<file path="config.mk">
export PLATFORM = sky130hd
export DESIGN_NAME = twb_cell
export DESIGN_NICKNAME = d
export VERILOG_FILES = /design/src/hdl/twb_pkg.sv /design/src/hdl/twb_cell.sv
export SDC_FILE = /design/constraint.sdc
export NUM_CORES = 1
export LEC_CHECK = 0
export BUFFER_PORTS_ARGS = -buffer_cell sky130_fd_sc_hd__buf_4
export CORE_MARGIN = 10
export CORE_UTILIZATION = 30
export CTS_CLUSTER_SIZE = 16
export DETAILED_ROUTE_END_ITERATION = 16
export GPL_TIMING_DRIVEN = 0
export PLACE_DENSITY = 0.62
export SYNTH_ARGS = -nofsm -noshare
export SYNTH_HDL_FRONTEND = slang
export SYNTH_SLANG_ARGS = --single-unit
</file>
<file path="constraint.sdc">
create_clock -name clk -period 7 [get_ports clk]
set_clock_uncertainty 0.05 [all_clocks]
set_input_delay 1.4 -clock clk [delete_from_list [all_inputs] [get_ports clk]]
set_output_delay 1.4 -clock clk [all_outputs]
set_load 0.03 [all_outputs]
</file>
<file path="src/hdl/twb_pkg.sv">
// Shared constants and types for the trajectory work balancer.
package twb_pkg;

  localparam int MAX_THREADS  = 64;
  localparam int MAX_CIRCUITS = 4096;
  localparam int HEIGHT_CAP   = 2 * MAX_CIRCUITS;

  localparam int COUNT_W  = 16;
  localparam int TCNT_W   = 7;
  localparam int IDX_W    = 6;
  localparam int HEIGHT_W = 14;
  localparam int TOP_W    = 15;

  // Remainder unit resolves one dividend bit per cycle.
  localparam int DIV_STEPS = COUNT_W;
  localparam int STEP_W    = 5;

  typedef struct packed {
    logic [TCNT_W-1:0]       num_lo;
    logic [TCNT_W-1:0]       num_hi;
    logic [TCNT_W-1:0]       remain;
    logic signed [TOP_W-1:0] run_max;
  } twb_tok_data_t;

  typedef struct packed {
    logic          valid;
    twb_tok_data_t data;
  } twb_tok_t;

  typedef struct packed {
    logic                    valid;
    logic                    off;
    logic                    last;
    logic signed [TOP_W-1:0] run_max;
  } twb_res_t;

endpackage

</file>
<file path="src/hdl/twb_cell.sv">
// One worker cell: holds the worker's height and makes its share decision when the token arrives.
module twb_cell (
  input  logic                             clk,
  input  logic                             rst_n,
  input  logic                             clear,
  input  logic                             advance,
  input  logic signed [twb_pkg::TOP_W-1:0] cur_max,
  input  twb_pkg::twb_tok_t                tok_in,
  output twb_pkg::twb_tok_t                tok_out,
  output twb_pkg::twb_res_t                res_out
);
  import twb_pkg::*;

  logic [HEIGHT_W-1:0]     height_r, height_nxt;
  logic                    tok_valid_r, tok_valid_nxt;
  twb_tok_data_t           tok_r;

  logic signed [HEIGHT_W+1:0] h_ext, cm_ext;
  logic                       take_lo, use_hi, fire;
  logic [HEIGHT_W:0]          sum;
  logic [HEIGHT_W-1:0]        h_new;
  logic signed [TOP_W-1:0]    h_new_s, max_new;
  logic [TCNT_W-1:0]          lo_new, hi_new;

  always_comb begin
    h_ext   = signed'({2'b00, height_r});
    cm_ext  = signed'({cur_max[TOP_W-1], cur_max});
    // A worker sitting at the old top takes a reduced share while any are left.
    take_lo = (h_ext == cm_ext) && (tok_r.num_lo != '0);
    use_hi  = !take_lo && (tok_r.num_hi != '0);
    fire    = tok_valid_r && advance;
    sum     = {1'b0, height_r} + (use_hi ? (HEIGHT_W+1)'(2) : (HEIGHT_W+1)'(1));
    h_new   = (sum > (HEIGHT_W+1)'(HEIGHT_CAP)) ? HEIGHT_W'(HEIGHT_CAP)
                                                  : sum[HEIGHT_W-1:0];
    h_new_s = signed'({1'b0, h_new});
    max_new = (h_new_s > tok_r.run_max) ? h_new_s : tok_r.run_max;
    lo_new  = (!use_hi && (tok_r.num_lo != '0)) ? tok_r.num_lo - 1'b1 : tok_r.num_lo;
    hi_new  = use_hi ? tok_r.num_hi - 1'b1 : tok_r.num_hi;

    height_nxt = clear ? '0 : (fire ? h_new : height_r);
    if (tok_in.valid) begin
      tok_valid_nxt = 1'b1;
    end else if (fire) begin
      tok_valid_nxt = 1'b0;
    end else begin
      tok_valid_nxt = tok_valid_r;
    end

    tok_out.valid          = fire && (tok_r.remain != TCNT_W'(1));
    tok_out.data.num_lo    = lo_new;
    tok_out.data.num_hi    = hi_new;
    tok_out.data.remain    = tok_r.remain - 1'b1;
    tok_out.data.run_max   = max_new;

    // Fields are gated so the top level can OR all cells together.
    res_out.valid   = tok_valid_r;
    res_out.off     = tok_valid_r && !use_hi;
    res_out.last    = tok_valid_r && (tok_r.remain == TCNT_W'(1));
    res_out.run_max = tok_valid_r ? max_new : '0;
  end

  always_ff @(posedge clk) begin
    if (!rst_n) begin
      height_r    <= '0;
      tok_valid_r <= 1'b0;
    end else begin
      height_r    <= height_nxt;
      tok_valid_r <= tok_valid_nxt;
    end
  end

  always_ff @(posedge clk) begin
    if (tok_in.valid) begin
      tok_r <= tok_in.data;
    end
  end

endmodule

</file>
== After elaboration in Yosys (flattened, before gate mapping) ==
Cells that the tools add are included.

* Memories kept: 0
* Memory bits (writable): 0
* Latch bits: 0
* Bits of input ports: 56
* Memory bits (read-only): 0
* Flip-flop bits (word level): 51

* Magnitude comparators: 2
* Reductions and logical operators: 13
* Shifts and indexed selects: 0
* Multiply operators: 0
* Add/subtract/negate cells: 4
* Div/mod/pow operators: 0
* Equality and inequality tests: 3
* Mux-type cells: 8
* Bitwise operators: 1

{| class="wikitable"
|+ Operator list
! operator !! count
|-
| $mux W15 || 2
|-
| $sub A7 B1 Y7 const B || 3
|-
| $add A14 B2 Y15 || 1
|-
| $eq A15 B15 Y1 || 1
|-
| $gt A15 B14 Y1 const B || 1
|-
| $gt A15 B15 Y1 || 1
|-
| $mux W14 || 1
|-
| $mux W7 || 2
|-
| $reduce_bool A7 Y1 || 2
|-
| $eq A7 B1 Y1 const B || 1
|-
| $logic_and A1 B1 Y1 || 7
|-
| $ne A7 B1 Y1 const B || 1
|-
| $logic_not A1 Y1 || 2
|-
| $mux W1 || 2
|-
| $mux W2 || 1
|-
| $reduce_bool A2 Y1 || 1
|-
| $reduce_or A2 Y1 || 1
|-
| $not A1 Y1 || 1
|}

== Depth between registers and ports, before layout ==
* Word-level depth: 11
* Depth in mapped cells: 25
* Depth with buffers taken out: 22

== Least setup slack after synthesis ==
Ideal clock, no wire load.

* Path type: input to output
* Start: input cur_max[2] (netlist name)
* End: output res_out[4] (netlist name)
* Path slack: -651 ps
* Data arrival time: 6201 ps
* Buffers on the path: 3
* Cell stages on the path: 24
* Path through: xor2_1 nor4_2 nand4_1 o32ai_4 ha_1 inv_1 fa_1 or2b_1 o21ai_0 a21oi_1 o22ai_1 o21ai_2 buf_2 and2_1 ha_1 nand4_1 nor2_1 nand4_1 mux2i_1 a21o_1 buf_2 buf_2 nand2_1 a21boi_0

{| class="wikitable"
|+ RTL lines
! what !! line !! RTL
|-
| start: declaration || twb_cell.sv:7 || <nowiki>input logic signed [twb_pkg::TOP_W-1:0] cur_max,</nowiki>
|-
| end: declaration || twb_cell.sv:10 || <nowiki>output twb_pkg::twb_res_t res_out</nowiki>
|}

==> summary.txt <==
Status
  – Outcome: finished, violations left
  – Violated checks: setup timing

Synth
  – Synth warn: 0
  – Async set-reset flop share out of synthesis: 0
  – #FFs+latches synth: 51
  – Mapped Avg Cell Area: 9.679 sq um
  – Seq/Total Area, Yosys: 0.3847
  – Top-area cell type share of the netlist area: 0.3010
  – Top FF cell, synth: edfxtp_1
  – Area leader, netlist: edfxtp_1
  – Count of flip-flops with a built-in enable after synthesis: 36
  – Synth Instances: 371
  – Synth cell types: 56
  – Synth Cell Area: 3591 sq um
  – Top post-synthesis cells by area: edfxtp_1 30%, dfxtp_1 8.4%, ha_1 7.0%

Clock tree
  – Clock latency on the worst-skew pair: 0.30 ns
  – CTS tree: built
  – Hold_buf cts: 0
  – Number of buffers created by CTS: 5
  – Clock buffer depth: 2
  – CTS root buf: clkbuf_16
  – Clock-pin slew on the worst setup and hold paths: 0.07 ns
  – H-tree levels: 2
  – CTS sink count: 51

Die
  – Die Span Y: 129.4 um
  – I/O pin count: 111
  – Die Width: 129.4 um
  – Die Footprint: 16750 sq um
  – Initial core utilization: 0.3105
  – Core Rows: 39
  – Core Region: 11560 sq um

STA
  – Final Setup Violations: 28
  – Final hold violations: 0
  – Final worst-path cycle share: 1.068
  – Relative slew slack: 0.6412
  – Minimum clock period: 7.476 ns
  – Slew Limit Fails: 0
  – Setup ws final: -0.4757 ns
  – Setup total negative slack: -11.37 ns
  – Achievable clock frequency: 133.8 MHz
  – Worst hold slack: 0.4934 ns
  – RSZ-0062 raised after global routing: yes
  – Worst Tran Pin Value: 0.5382 ns

Detailed routing
  – Wire per inst: 16.08 um
  – Drt pass-1 iters: 4
  – Vias: 3182
  – Antenna Violating Nets Remaining: 0
  – DRC viols: 0
  – Drt initial violations: 148
  – Drt via density: 4.836
  – WL final: 10.58 mm

Worst setup path
  – Worst-path fanout max: 5
  – Path depth of the worst reg2reg path: 19
  – CP Buf/Inv Count: 5
  – Delay-heaviest family, CP: compound AO/OA/AOI/OAI gates
  – Worst stage delay on the critical path: 0.38 ns
  – CP Capture Type: output pin
  – Worst Path Class, Setup: input pin to output pin
  – Worst Path Required: 5.55 ns
  – R2R setup slack: 3.13 ns
  – CP cell instances: buf_6 -> xor2_2 -> nor4_2 -> nand4_1 -> o32ai_4 -> buf_4 -> inv_2 -> ha_1 -> a21oi_2 -> nor3_4 -> nand4_1 -> mux2_4 -> nor2_2 -> ha_1 -> a21o_1 -> a211o_1 -> a211oi_2 -> a21o_1 -> buf_6 -> mux2_4 -> and2_4 -> buf_6
  – Critical path's slowest cell: o32ai_4
  – Most frequent CP cell: buf_6
  – CP Depth: 22
  – Critical Path AT: 6.03 ns
  – Crit start category: input pin

Global routing
  – Grt ovf: 0
  – Largest net degree at the start of global routing: 38
  – GRT Total Usage: 0.1221
  – Initial antenna violation count: 0
  – First-pass GRT wire length: 16.19 mm
  – Vias in the first global route: 3187

Pwr
  – Max VDD drop: 0.0001231 V
  – Power Dens Cells: 159.1 nW/um^2
  – Leak: 2.369 nW

Worst hold path
  – Worst Hold Depth: 2
  – Worst hold-check path type: flop to flop

Finish
  – Area Growth Syn to Fin: 47.60%
  – Commonest non-fill, non-tap cell in the layout: buf_4
  – Layout Nets: 591
  – Most frequent cells in the layout: 107 x buf_4, 41 x buf_6, 36 x edfxtp_1
  – Share of cells above drive strength 1: 0.4408
  – Ant diodes: 0
  – Flip-flop and latch area: 1381 sq um
  – Core Util, Final: 0.4583
  – Fin area: 5300 sq um
  – Footprint of the multi-input gates: 2177 sq um
  – Fillers: 1084

Placed design
  – Pre-CTS setup slack: -0.8874 ns
  – PortBufs: 107
  – GPL Wtd Cong: 0.8795
  – Detail Placement HPWL: 8.228 mm
  – Area after DPL: 4695 sq um

Run
  – Max_cap viols: 0
==> Yosys cell counts, types with 4 or more instances <==
| master | instances |
|---|---|
| edfxtp_1 | 36 |
| nand2_1 | 30 |
| inv_1 | 26 |
| xor2_1 | 24 |
| nor2_1 | 23 |
| ha_1 | 20 |
| xnor2_1 | 20 |
| a21oi_1 | 15 |
| dfxtp_1 | 15 |
| mux2_2 | 13 |
| nand4_1 | 13 |
| and2_1 | 11 |
| nand3_1 | 11 |
| nor3_1 | 9 |
| o21ai_0 | 9 |
| buf_2 | 8 |
| clkbuf_1 | 7 |
| nor2b_1 | 7 |
| buf_4 | 6 |
| nor4_1 | 6 |
| a21o_1 | 5 |
| nor2_2 | 5 |
| a32o_1 | 4 |
| buf_6 | 4 |
==> what timing repair did <==
action / CTS / global route
resized for setup: 44 / 19
gates cloned: 2 / 0
pin swaps: 19 / 14
setup buffers: 18 / 8
setup endpoints to repair: 28 / 28
==> per-layer routing <==
layer	global-route usage	wire (um)	vias up
met5	0	0	-
met4	0.03612	136	0
met3	0.03752	780	12
met2	0.2126	5205	98
met1	0.1409	4460	1494
li1	-	-	1578
==> worst register-to-register path, cell delays in order (launching register included) <==
cell     delay [ns]
dfxtp_1        0.30
buf_2          0.18
xor2_2         0.20
nor4_2         0.27
nand4_1        0.20
o32ai_4        0.38
ha_2           0.26
inv_2          0.04
fa_2           0.38
nor2b_4        0.15
buf_4          0.11
nand4_1        0.08
a21oi_1        0.17
o22ai_2        0.13
o21ai_2        0.23
buf_6          0.14
buf_4          0.10
buf_4          0.13
o21ai_0        0.10
a21oi_1        0.18
==> final cells by class <==
class / count / share of cell area
clock buffers: 5 / 0.02361
well taps: 143 / 0.03376
plain buffers: 25 / 0.03305
multi-input cells: 270 / 0.4108
repair buffers: 135 / 0.2153
clock inverters: 3 / 0.004485
flip-flops and latches: 51 / 0.2606
inverters: 26 / 0.01841
==> metrics by stage <==
step	total power [W]	std cells
6_report	0.0008430	658
5_1_grt	0.0008828	658
4_1_cts	0.0008440	650
3_5_place_dp	0.0005725	622
3_3_place_gp	0.0005677	622
2_1_floorplan	0.0004841	372
==> state kept, by name, indices dropped and copies added (netlist names) <==
signal       cells
tok_r           36
tok_valid_r      1
height_r        14
==> path summary, 6_finish.rpt <==
path                    start     endpoint
setup / recovery   cur_max[9]  res_out[11]
hold / removal    height_r[0]  height_r[0]
setup reg to reg  height_r[9]  height_r[7]
hold reg to reg   height_r[0]  height_r[0]
==> power breakdown <==
group,switching [W],leakage [nW],internal [W],total (W)
sequential,0.0000135,0.473,0.000343,0.000356
clock,0.000117,0.0717,0.000135,0.000252
combinational,0.000124,1.82,0.000111,0.000235
total,0.000255,2.37,0.000588,0.000843
==> cells by family after synthesis <==
logic type,Yosys count,synth area share
other cells,1,0.001044
fa+ha+maj,21,0.07526
mux,16,0.04913
flops,51,0.3847
simple gates,138,0.2164
buf+inv,51,0.07073
xor+xnor,45,0.1118
compound gates,48,0.09095
No activity file was read; power rests on OpenSTA's default activity.
