File: src/hdl/twb_pkg.sv
// Shared constants and types for the trajectory work balancer.
package twb_pkg;

  localparam int MAX_THREADS  = 64;
  localparam int MAX_CIRCUITS = 4096;
  localparam int HEIGHT_CAP   = 2 * MAX_CIRCUITS;

  localparam int COUNT_W  = 16;
  localparam int TCNT_W   = 7;
  localparam int IDX_W    = 6;
  localparam int HEIGHT_W = 14;
  localparam int TOP_W    = 15;

  // Remainder unit resolves one dividend bit per cycle.
  localparam int DIV_STEPS = COUNT_W;
  localparam int STEP_W    = 5;

  typedef struct packed {
    logic [TCNT_W-1:0]       num_lo;
    logic [TCNT_W-1:0]       num_hi;
    logic [TCNT_W-1:0]       remain;
    logic signed [TOP_W-1:0] run_max;
  } twb_tok_data_t;

  typedef struct packed {
    logic          valid;
    twb_tok_data_t data;
  } twb_tok_t;

  typedef struct packed {
    logic                    valid;
    logic                    off;
    logic                    last;
    logic signed [TOP_W-1:0] run_max;
  } twb_res_t;

endpackage

File: src/hdl/twb_rem_div.sv
// Restoring remainder unit: dividend modulo divisor, one dividend bit per cycle.
module twb_rem_div (
  input  logic                          clk,
  input  logic                          rst_n,
  input  logic                          start,
  input  logic [twb_pkg::COUNT_W-1:0]   dividend,
  input  logic [twb_pkg::TCNT_W-1:0]    divisor,
  output logic                          done,
  output logic [twb_pkg::TCNT_W-1:0]    remainder
);
  import twb_pkg::*;

  logic                run_r, run_nxt;
  logic                done_r, done_nxt;
  logic [STEP_W-1:0]   cnt_r, cnt_nxt;
  logic [COUNT_W-1:0]  num_r, num_nxt;
  logic [TCNT_W-1:0]   rem_r, rem_nxt;
  logic [TCNT_W-1:0]   div_r, div_nxt;
  logic [TCNT_W-1:0]   shifted;

  always_comb begin
    // The partial remainder stays below the divisor, so its top bit is free.
    shifted  = {rem_r[TCNT_W-2:0], num_r[COUNT_W-1]};
    run_nxt  = run_r;
    done_nxt = 1'b0;
    cnt_nxt  = cnt_r;
    num_nxt  = num_r;
    rem_nxt  = rem_r;
    div_nxt  = div_r;
    if (start) begin
      run_nxt = 1'b1;
      cnt_nxt = STEP_W'(DIV_STEPS);
      num_nxt = dividend;
      rem_nxt = '0;
      div_nxt = divisor;
    end else if (run_r) begin
      rem_nxt = (shifted >= div_r) ? shifted - div_r : shifted;
      num_nxt = {num_r[COUNT_W-2:0], 1'b0};
      cnt_nxt = cnt_r - 1'b1;
      if (cnt_r == STEP_W'(1)) begin
        run_nxt  = 1'b0;
        done_nxt = 1'b1;
      end
    end
  end

  always_ff @(posedge clk) begin
    if (!rst_n) begin
      run_r  <= 1'b0;
      done_r <= 1'b0;
      cnt_r  <= '0;
    end else begin
      run_r  <= run_nxt;
      done_r <= done_nxt;
      cnt_r  <= cnt_nxt;
    end
  end

  always_ff @(posedge clk) begin
    num_r <= num_nxt;
    rem_r <= rem_nxt;
    div_r <= div_nxt;
  end

  assign done      = done_r;
  assign remainder = rem_r;

endmodule

File: config.mk
export PLATFORM = sky130hd
export DESIGN_NAME = twb_rem_div
export DESIGN_NICKNAME = d
export VERILOG_FILES = /design/src/hdl/twb_pkg.sv /design/src/hdl/twb_rem_div.sv
export SDC_FILE = /design/constraint.sdc
export NUM_CORES = 1
export LEC_CHECK = 0
export BUFFER_PORTS_ARGS = -buffer_cell sky130_fd_sc_hd__buf_2
export CORE_AREA = 2 2 60 62
export CTS_CLUSTER_DIAMETER = 50
export CTS_CLUSTER_SIZE = 40
export DETAILED_ROUTE_END_ITERATION = 7
export DIE_AREA = 0 0 62 64
export GPL_TIMING_DRIVEN = 1
export HOLD_SLACK_MARGIN = 0.08
export MAX_ROUTING_LAYER = met4
export PLACE_DENSITY_LB_ADDON = 0.12
export SKIP_CTS_REPAIR_TIMING = 1
export SLEW_MARGIN = 15
export SYNTH_ARGS = -nofsm -noshare
export SYNTH_HDL_FRONTEND = slang
export SYNTH_SLANG_ARGS = --single-unit
File: constraint.sdc
create_clock -name clk -period 3.6 [get_ports clk]
set_clock_uncertainty 0.05 [all_clocks]
set_input_delay 0.36 -clock clk [delete_from_list [all_inputs] [get_ports clk]]
set_output_delay 0.36 -clock clk [all_outputs]
set_load 0.02 [all_outputs]
# After elaboration in Yosys (flattened, before gate mapping)
# Cells that the tools add are included.
# op_classes
addsub	2
magnitude_cmp	1
eq_ne	1
n_mux	9
bitwise_logic	2
reduce_logical	3
# op_table
operator	n
16-bit two-way mux	2
5-bit two-way mux	2
7-bit greater-or-equal comparator	1
7-bit two-way mux	1
7-bit subtractor	1
5-bit by 1-bit equality test with 1-bit output, second input constant	1
5-bit by 1-bit subtractor with 5-bit output, second input constant	1
1-bit two-way mux	4
3-bit OR reduction	1
1-bit NOT	2
2-bit nonzero test	1
2-bit OR reduction	1
# word_totals
register_bits	37
input_bits	26
out_inout_bits	8

# Logic depth before layout (Yosys ltp)
# Gate-level depths: netlist (run 1).
# depth
word_depth	4
ltp_mapped	8
ltp_nobuf	8

# Worst setup path after synthesis (run 1)
# OpenSTA, ideal clock, no wires.
# synth_timing
kind	register to register
from	register rem_r[0] (netlist: remainder[0])
to	register rem_r[6] (netlist: remainder[6])
setup_time_ns	0.088
arrival_time_ns	1.840
required_time_ns	3.462
setup_slack_ns	1.622
path_stages_with_launch	8
n_path_buf	0
period_less_slack_ns	1.978
path_cell_list	dfxtp_1 -> inv_1 -> fa_1 -> nand2b_2 -> a21oi_1 -> nand3b_1 -> a41o_1 -> a311oi_2
# synth_via
elab_chain_cells	2
# synth_lines
element	line	rtl
from (decl)	twb_rem_div.sv:17	logic [TCNT_W-1:0] rem_r, rem_nxt;
from (signal assigned)	twb_rem_div.sv:61	rem_r <= rem_nxt;
7-bit subtractor or 7-bit greater-or-equal comparator (tied branches)	twb_rem_div.sv:37	rem_nxt = (shifted >= div_r) ? shifted - div_r : shifted;
7-bit two-way mux (*)	twb_rem_div.sv:37	
# Every way passes the cells marked *; elsewhere a longest branch is shown, timed or not.
# A chain may end at the register's enable or synchronous reset.

# Worst setup path in the final report (run 1)
# layout_timing
from	register num_r[15]
to	register rem_r[6] (netlist: remainder[6])
# layout_via
elab_chain_cells	2
# layout_lines
element	line	rtl
from (decl)	twb_rem_div.sv:16	logic [COUNT_W-1:0] num_r, num_nxt;
from (signal assigned)	twb_rem_div.sv:60	num_r <= num_nxt;
7-bit subtractor or 7-bit greater-or-equal comparator (tied branches)	twb_rem_div.sv:37	
7-bit two-way mux (*)	twb_rem_div.sv:37	
# Marked as above.

==> summary.txt, run 1 <==
Die
  – Die Y-Extent: 64 um
  – Full die area: 0.00397 mm^2
  – Placeable core area: 0.00328 mm^2
  – Initial Utilization: 56.8%
  – Die X: between 60 and 70 um
  – IO Pins: 34
  – Num rows: 21

Drt
  – DRC: 0
  – Post-DRT Antenna Nets: 0
  – Vias per cell: roughly 5.2
  – DR vias: approximately 1300
  – DR WL/cell: 13.3 um
  – DRT Wirelength: approximately 3300 um
  – Starting DRT DRC Count: 64
  – DR pass1 iterations: 4

Worst hold path
  – Hold depth: 1
  – Hold Startpoint: divisor[1]
  – Hold Crit Class: primary input to flip-flop

Logic synthesis
  – Main synth FF type: edfxtp_1
  – Mapped Cells: 163
  – Number of synthesized flops with an enable pin: 23
  – Synth Register Bits: 37
  – Unique masters post-synth: 37
  – Seq/Total Area, Yosys: between 50% and 60%
  – Syn avg cell area: ~11 um^2
  – Mapped cell area: 0.00186 mm^2
  – Synth Net Count: slightly below 200
  – YS warnings: 0
  – Ys async rst share: 0%

Setup path
  – Crit path arrival time: about 2.3 ns
  – Worst r2r path cells: 8
  – Slowest-stage cell, CP: or4b_1
  – Critical path startpoint: num_r[15]$_DFFE_PP_
  – Critical Path End Type: flip-flop
  – WP data required: 3.81 ns
  – CP Launch Type: flip-flop
  – Setup Crit Path Kind: flip-flop to flip-flop
  – Crit-path cells: inv_1, ha_1, fa_1, nand2b_2, a21oi_1, or4b_1, a41o_1, a311oi_2
  – Critical Path Max Stage Delay: 0.47 ns
  – Reg2Reg Launch Point: num_r[15]$_DFFE_PP_
  – Crit Path Max Fanout: 3

Timing
  – Fin crit share: 59.2%
  – Final setup violating endpoints: 0
  – Fin worst setup slack: 1.47 ns
  – Fin Setup TNS: 0 ns
  – Worst Tran Pin Value: 0.711 ns
  – Max-slew violation count: 0
  – Fin. Hold Viols: 0
  – RSZ-0062 raised after global routing: false
  – Slew Limit Headroom: 52.6%
  – Tmin final: 2.13 ns
  – Maximum clock rate: roughly 470 MHz

Placed design
  – Place WS: 1.48 ns
  – Port bufs: 33
  – RePlAce Congestion: between 0.8 and 0.9
  – Post-DP HPWL: 2330 um

Job
  – Max Cap Viol: 0

Clock tree
  – CTS Root Cell: clkbuf_4
  – Clk buf depth: 2
  – CTS Sinks: 37
  – TritonCTS buffer count: 5
  – H-tree level count: 2
  – Skew-Pair Late Insertion Delay: 0.34 ns
  – Clk slew on worst S/H paths: 0.11 ns
  – CTS tree: done

Pwr
  – Power Dens Cells: between 400 and 500 mW/mm^2
  – Max rail drop VDD: 277 uV
  – Power, Total: approximately 0.95 mW
  – Leak: 0.885 nW

GRT
  – Largest net degree at the start of global routing: 37
  – Grt ovf: 0
  – Initial antenna violation count: 0
  – Gr usage total: 20.0%
  – First-pass GRT wire length: 5560 um
  – Vias in the first global route: 1311

Layout
  – Diodes inserted: 0
  – Final nets: 234
  – Post-layout util: 64.8%
  – Commonest cells after routing, fill and taps aside: 33 x buf_2, 23 x edfxtp_1, 17 x nor2_1
  – Commonest non-fill, non-tap cell in the layout: buf_2
  – Share of layout cells above drive strength 1: 30.7%
  – Area grow syn2layout: 14.2%

Status
  – Status: completed
[final timing paths]
kind,slack (ns),end
max,1.47,remainder[6]$_SDFFE_PP0P_
min,0.13,div_r[1]$_DFFE_PP_
max reg2reg,1.47,remainder[6]$_SDFFE_PP0P_
min reg2reg,0.46,remainder[1]$_SDFFE_PP0P_
[worst max-delay path: cells and delay by family, from the launching register on]
family,cells,cell delay [ns]
AOI/OAI and AO/OA,3,0.52
adders and majority gates,2,0.41
buffers and inverters,1,0.07
DFF,1,0.39
and+or+nand+nor,2,0.61
[kinds of logic after synthesis]
family,after synthesis,synth area share [%]
buf+inv,16,3.29
flops,37,52.1
fa+ha+maj,10,7.11
compound gates,26,9.80
mux,20,11.7
xor+xnor,7,3.29
simple gates,47,12.7
[report_power, final]
part | switching, mW | internal (mW) | total [mW] | leakage (nW)
sequential | 0.0216 | 0.492 | 0.514 | 0.345
clock | 0.140 | 0.0957 | 0.236 | 0.0315
combinational | 0.105 | 0.0915 | 0.197 | 0.508
total | 0.267 | 0.679 | 0.946 | 0.885
[Yosys cell counts, types with 4 or more instances]
master     n  area share (%)
o21ai_1    5             1.3
xor2_1     4             1.9
inv_1     10             2.0
a211oi_1   4             1.6
dfxtp_1   14              15
nor2b_1    4             1.3
nor2_1    17             3.4
a21oi_1    9             2.4
mux2_2    15             9.1
nor3_1     4             1.1
nand2_1    9             1.8
mux2i_1    5             2.7
edfxtp_1  23              37
ha_1       9             6.0
[final cells by class]
cell class / instances / area [um^2]
Clock buffer: 7 / 55.1
Clock inverter: 1 / 7.51
Fill cell: 264 / 1150
Inverter: 11 / 41.3
Multi-Input combinational cell: 110 / 832
Sequential cell: 37 / 971
Tap cell: 46 / 57.6
Timing Repair Buffer: 33 / 165
[flip-flops by register name (all words and copies together), names as in the netlist]
signal	cells
remainder	7
cnt_r	5
done	1
run_r	1
num_r	16
div_r	7
[through the flow]
step	cell area, um^2	hold slack (ns)	instances
6_report	2130	0.134	245
2_1_floorplan	1860	0.409	163
4_1_cts	2130	0.109	245
3_3_place_gp	2070	0.430	237
5_1_grt	2130	0.0827	245
3_5_place_dp	2070	0.445	237
[per-layer routing]
layer / track usage [%] / up-vias / routed length, um
met5: - / - / 0
met4: 6.38 / 0 / 20
met3: 8.50 / 2 / 128
met2: 30.6 / 24 / 1600
met1: 23.5 / 595 / 1510
li1: - / 653 / -
Note: power is estimated with default switching activity, not from simulation.
==> inputs of run 2 (changes only) <==
- CORE_AREA: 2 2 60 62 -> 2 2 65 67
- DIE_AREA: 0 0 62 64 -> 0 0 67 69
- clock period: 3.6 -> 1.7 ns (I/O delays scaled with it)
==> summary.txt, run 2 (same netlist as run 1, synthesis figures left out) <==
Die
  – Initial Utilization: 47.6% (-9.1 points)
  – Die X: 67 um (+8.1%)
  – Full die area: 0.00462 mm^2 (+17%)
  – IO Pins: 34 (unchanged)
  – Placeable core area: 0.00391 mm^2 (+19%)
  – Die Y-Extent: 69 um (+7.8%)
  – Num rows: 23 (+9.5%)

Pwr
  – Power Dens Cells: 901 mW/mm^2 (+100%)
  – Power, Total: 2.35 mW (+150%)
  – Leak: 1.06 nW (+19%)
  – Max rail drop VDD: 572 uV (+110%)

Layout
  – Commonest cells after routing, fill and taps aside: 33 x buf_2, 23 x edfxtp_1, 19 x buf_4
  – Post-layout util: 66.6% (+1.7 points)
  – Final Non-Filler Cells: 278 (+13%)
  – Reg with most FFs: num_r
  – Max FFs per register: 16 (unchanged)
  – Area grow syn2layout: 39.7%
  – Diodes inserted: 0 (unchanged)
  – Share of layout cells above drive strength 1: 50.9% (+20 points)
  – Commonest non-fill, non-tap cell in the layout: buf_2
  – Final nets: 263 (+12%)

Setup path
  – Crit Path Max Fanout: 3 (unchanged)
  – CP Launch Type: flip-flop
  – WP data required: 1.85 ns (-1.96 ns)
  – Critical Path End Type: flip-flop
  – Setup Crit Path Kind: flip-flop to flip-flop
  – Crit path arrival time: 2.22 ns (-0.12 ns)

Drt
  – DRC: 0 (unchanged)
  – Starting DRT DRC Count: 85 (+33%)
  – DR pass1 iterations: 4 (unchanged)
  – DR vias: 1430 (+12%)
  – Vias per cell: 5.14 (-1.1%)
  – DRT Wirelength: 4030 um (+23%)
  – DR WL/cell: 14.5 um (+8.8%)
  – Post-DRT Antenna Nets: 0 (unchanged)

Timing
  – Worst Tran Pin Value: 0.424 ns (-0.288 ns)
  – Tmin final: 2.07 ns (-0.0588 ns)
  – Final setup violating endpoints: 7 (+7)
  – Fin crit share: 122% (+63 points)
  – Max-slew violation count: 0 (unchanged)
  – Fin worst setup slack: -0.371 ns (-1.84 ns)
  – RSZ-0062 raised after global routing: true
  – Maximum clock rate: 483 MHz (+2.8%)
  – Slew Limit Headroom: 71.8% (+19 points)
  – Fin. Hold Viols: 0 (unchanged)
  – Smallest hold slack: 0.0683 ns (-0.0655 ns)

Job
  – Max Cap Viol: 0 (unchanged)

Clock tree
  – CTS tree: done
  – Clk slew on worst S/H paths: 0.07 ns (-0.04 ns)
  – TritonCTS buffer count: 5 (unchanged)
  – Clk buf depth: 2 (unchanged)
  – H-tree level count: 2 (unchanged)
  – CTS Sinks: 37 (unchanged)
  – CTS Root Cell: clkbuf_8
  – Skew-Pair Late Insertion Delay: 0.28 ns (-0.06 ns)

Worst hold path
  – Hold Crit Class: primary input to flip-flop

Placed design
  – Port bufs: 33 (unchanged)
  – Place WS: -0.370 ns (-1.85 ns)
  – Post-DP HPWL: 2730 um (+17%)
  – RePlAce Congestion: 0.847 (+1.8%)
  – Placed cells: 259 (+9.3%)

GRT
  – Vias in the first global route: 1394 (+6.3%)
  – Largest net degree at the start of global routing: 22 (-41%)
  – Gr usage total: 18.3% (-1.7 points)
  – Initial antenna violation count: 0 (unchanged)
  – Grt ovf: 0 (unchanged)
  – First-pass GRT wire length: 6240 um (+12%)

Status
  – Failing checks: negative setup slack
  – Status: finished with violations
## run 2: cell count changes in the layout (fill, tap and decap cells not counted), sizes merged
cell and change:
buf +21, dlygate4sd3 +7, clkbuf -2, clkinv +2
a21oi +1
## run 2: power by group
part / internal (mW) / total, mW / switching [mW]
registers: 1.05 / 1.09 / 0.0437
logic: 0.333 / 0.664 / 0.331
clock network: 0.283 / 0.594 / 0.311
## run 2: path summary, 6_finish.rpt
check | from | end | slack, ns | cells after the start
setup / recovery | num_r[15]$_DFFE_PP_ | remainder[6]$_SDFFE_PP0P_ | -0.37 | 8
hold / removal | rst_n | cnt_r[4]$_SDFFE_PN0P_ | 0.07 | 2
setup reg to reg | num_r[15]$_DFFE_PP_ | remainder[6]$_SDFFE_PP0P_ | -0.37 | 8
hold reg to reg | cnt_r[1]$_SDFFE_PP0P_ | cnt_r[1]$_SDFFE_PP0P_ | 0.45 | 2
## run 2: stage by stage
stage          area [um^2]  setup TNS, ns
6_report              2610          -1.09
5_1_grt               2610          -1.76
4_1_cts               2310          -1.53
3_5_place_dp          2230          -1.35
3_3_place_gp          2230         -0.999
2_1_floorplan         1880         -0.407
## run 2: layout make-up
class / count / area (um^2)
tap: 50 / 62.6
clock inverter: 3 / 17.5
clock buffer: 5 / 68.8
timing repair buffer: 61 / 400
fill: 316 / 1310
inverter: 11 / 41.3
multi-input combinational: 111 / 1040
sequential: 37 / 977
## run 2: worst max-delay path, stage by stage (launching register included)
cell,delay [ns]
edfxtp_1,0.41
inv_2,0.08
ha_4,0.13
fa_2,0.20
nand2b_4,0.13
a21oi_2,0.05
or4b_1,0.47
a41o_1,0.24
a311oi_2,0.22
## run 2: layer usage
| metal | track usage [%] | share of wire, % | vias to the layer above | wire, um |
|---|---|---|---|---|
| li1 | - | - | 711 | - |
| met1 | 20.3 | 41 | 691 | 1650 |
| met2 | 31.8 | 55 | 23 | 2230 |
| met3 | 4.40 | 2.6 | 5 | 104 |
| met4 | 5.44 | 1.0 | 0 | 42 |
| met5 | - | 0 | - | 0 |
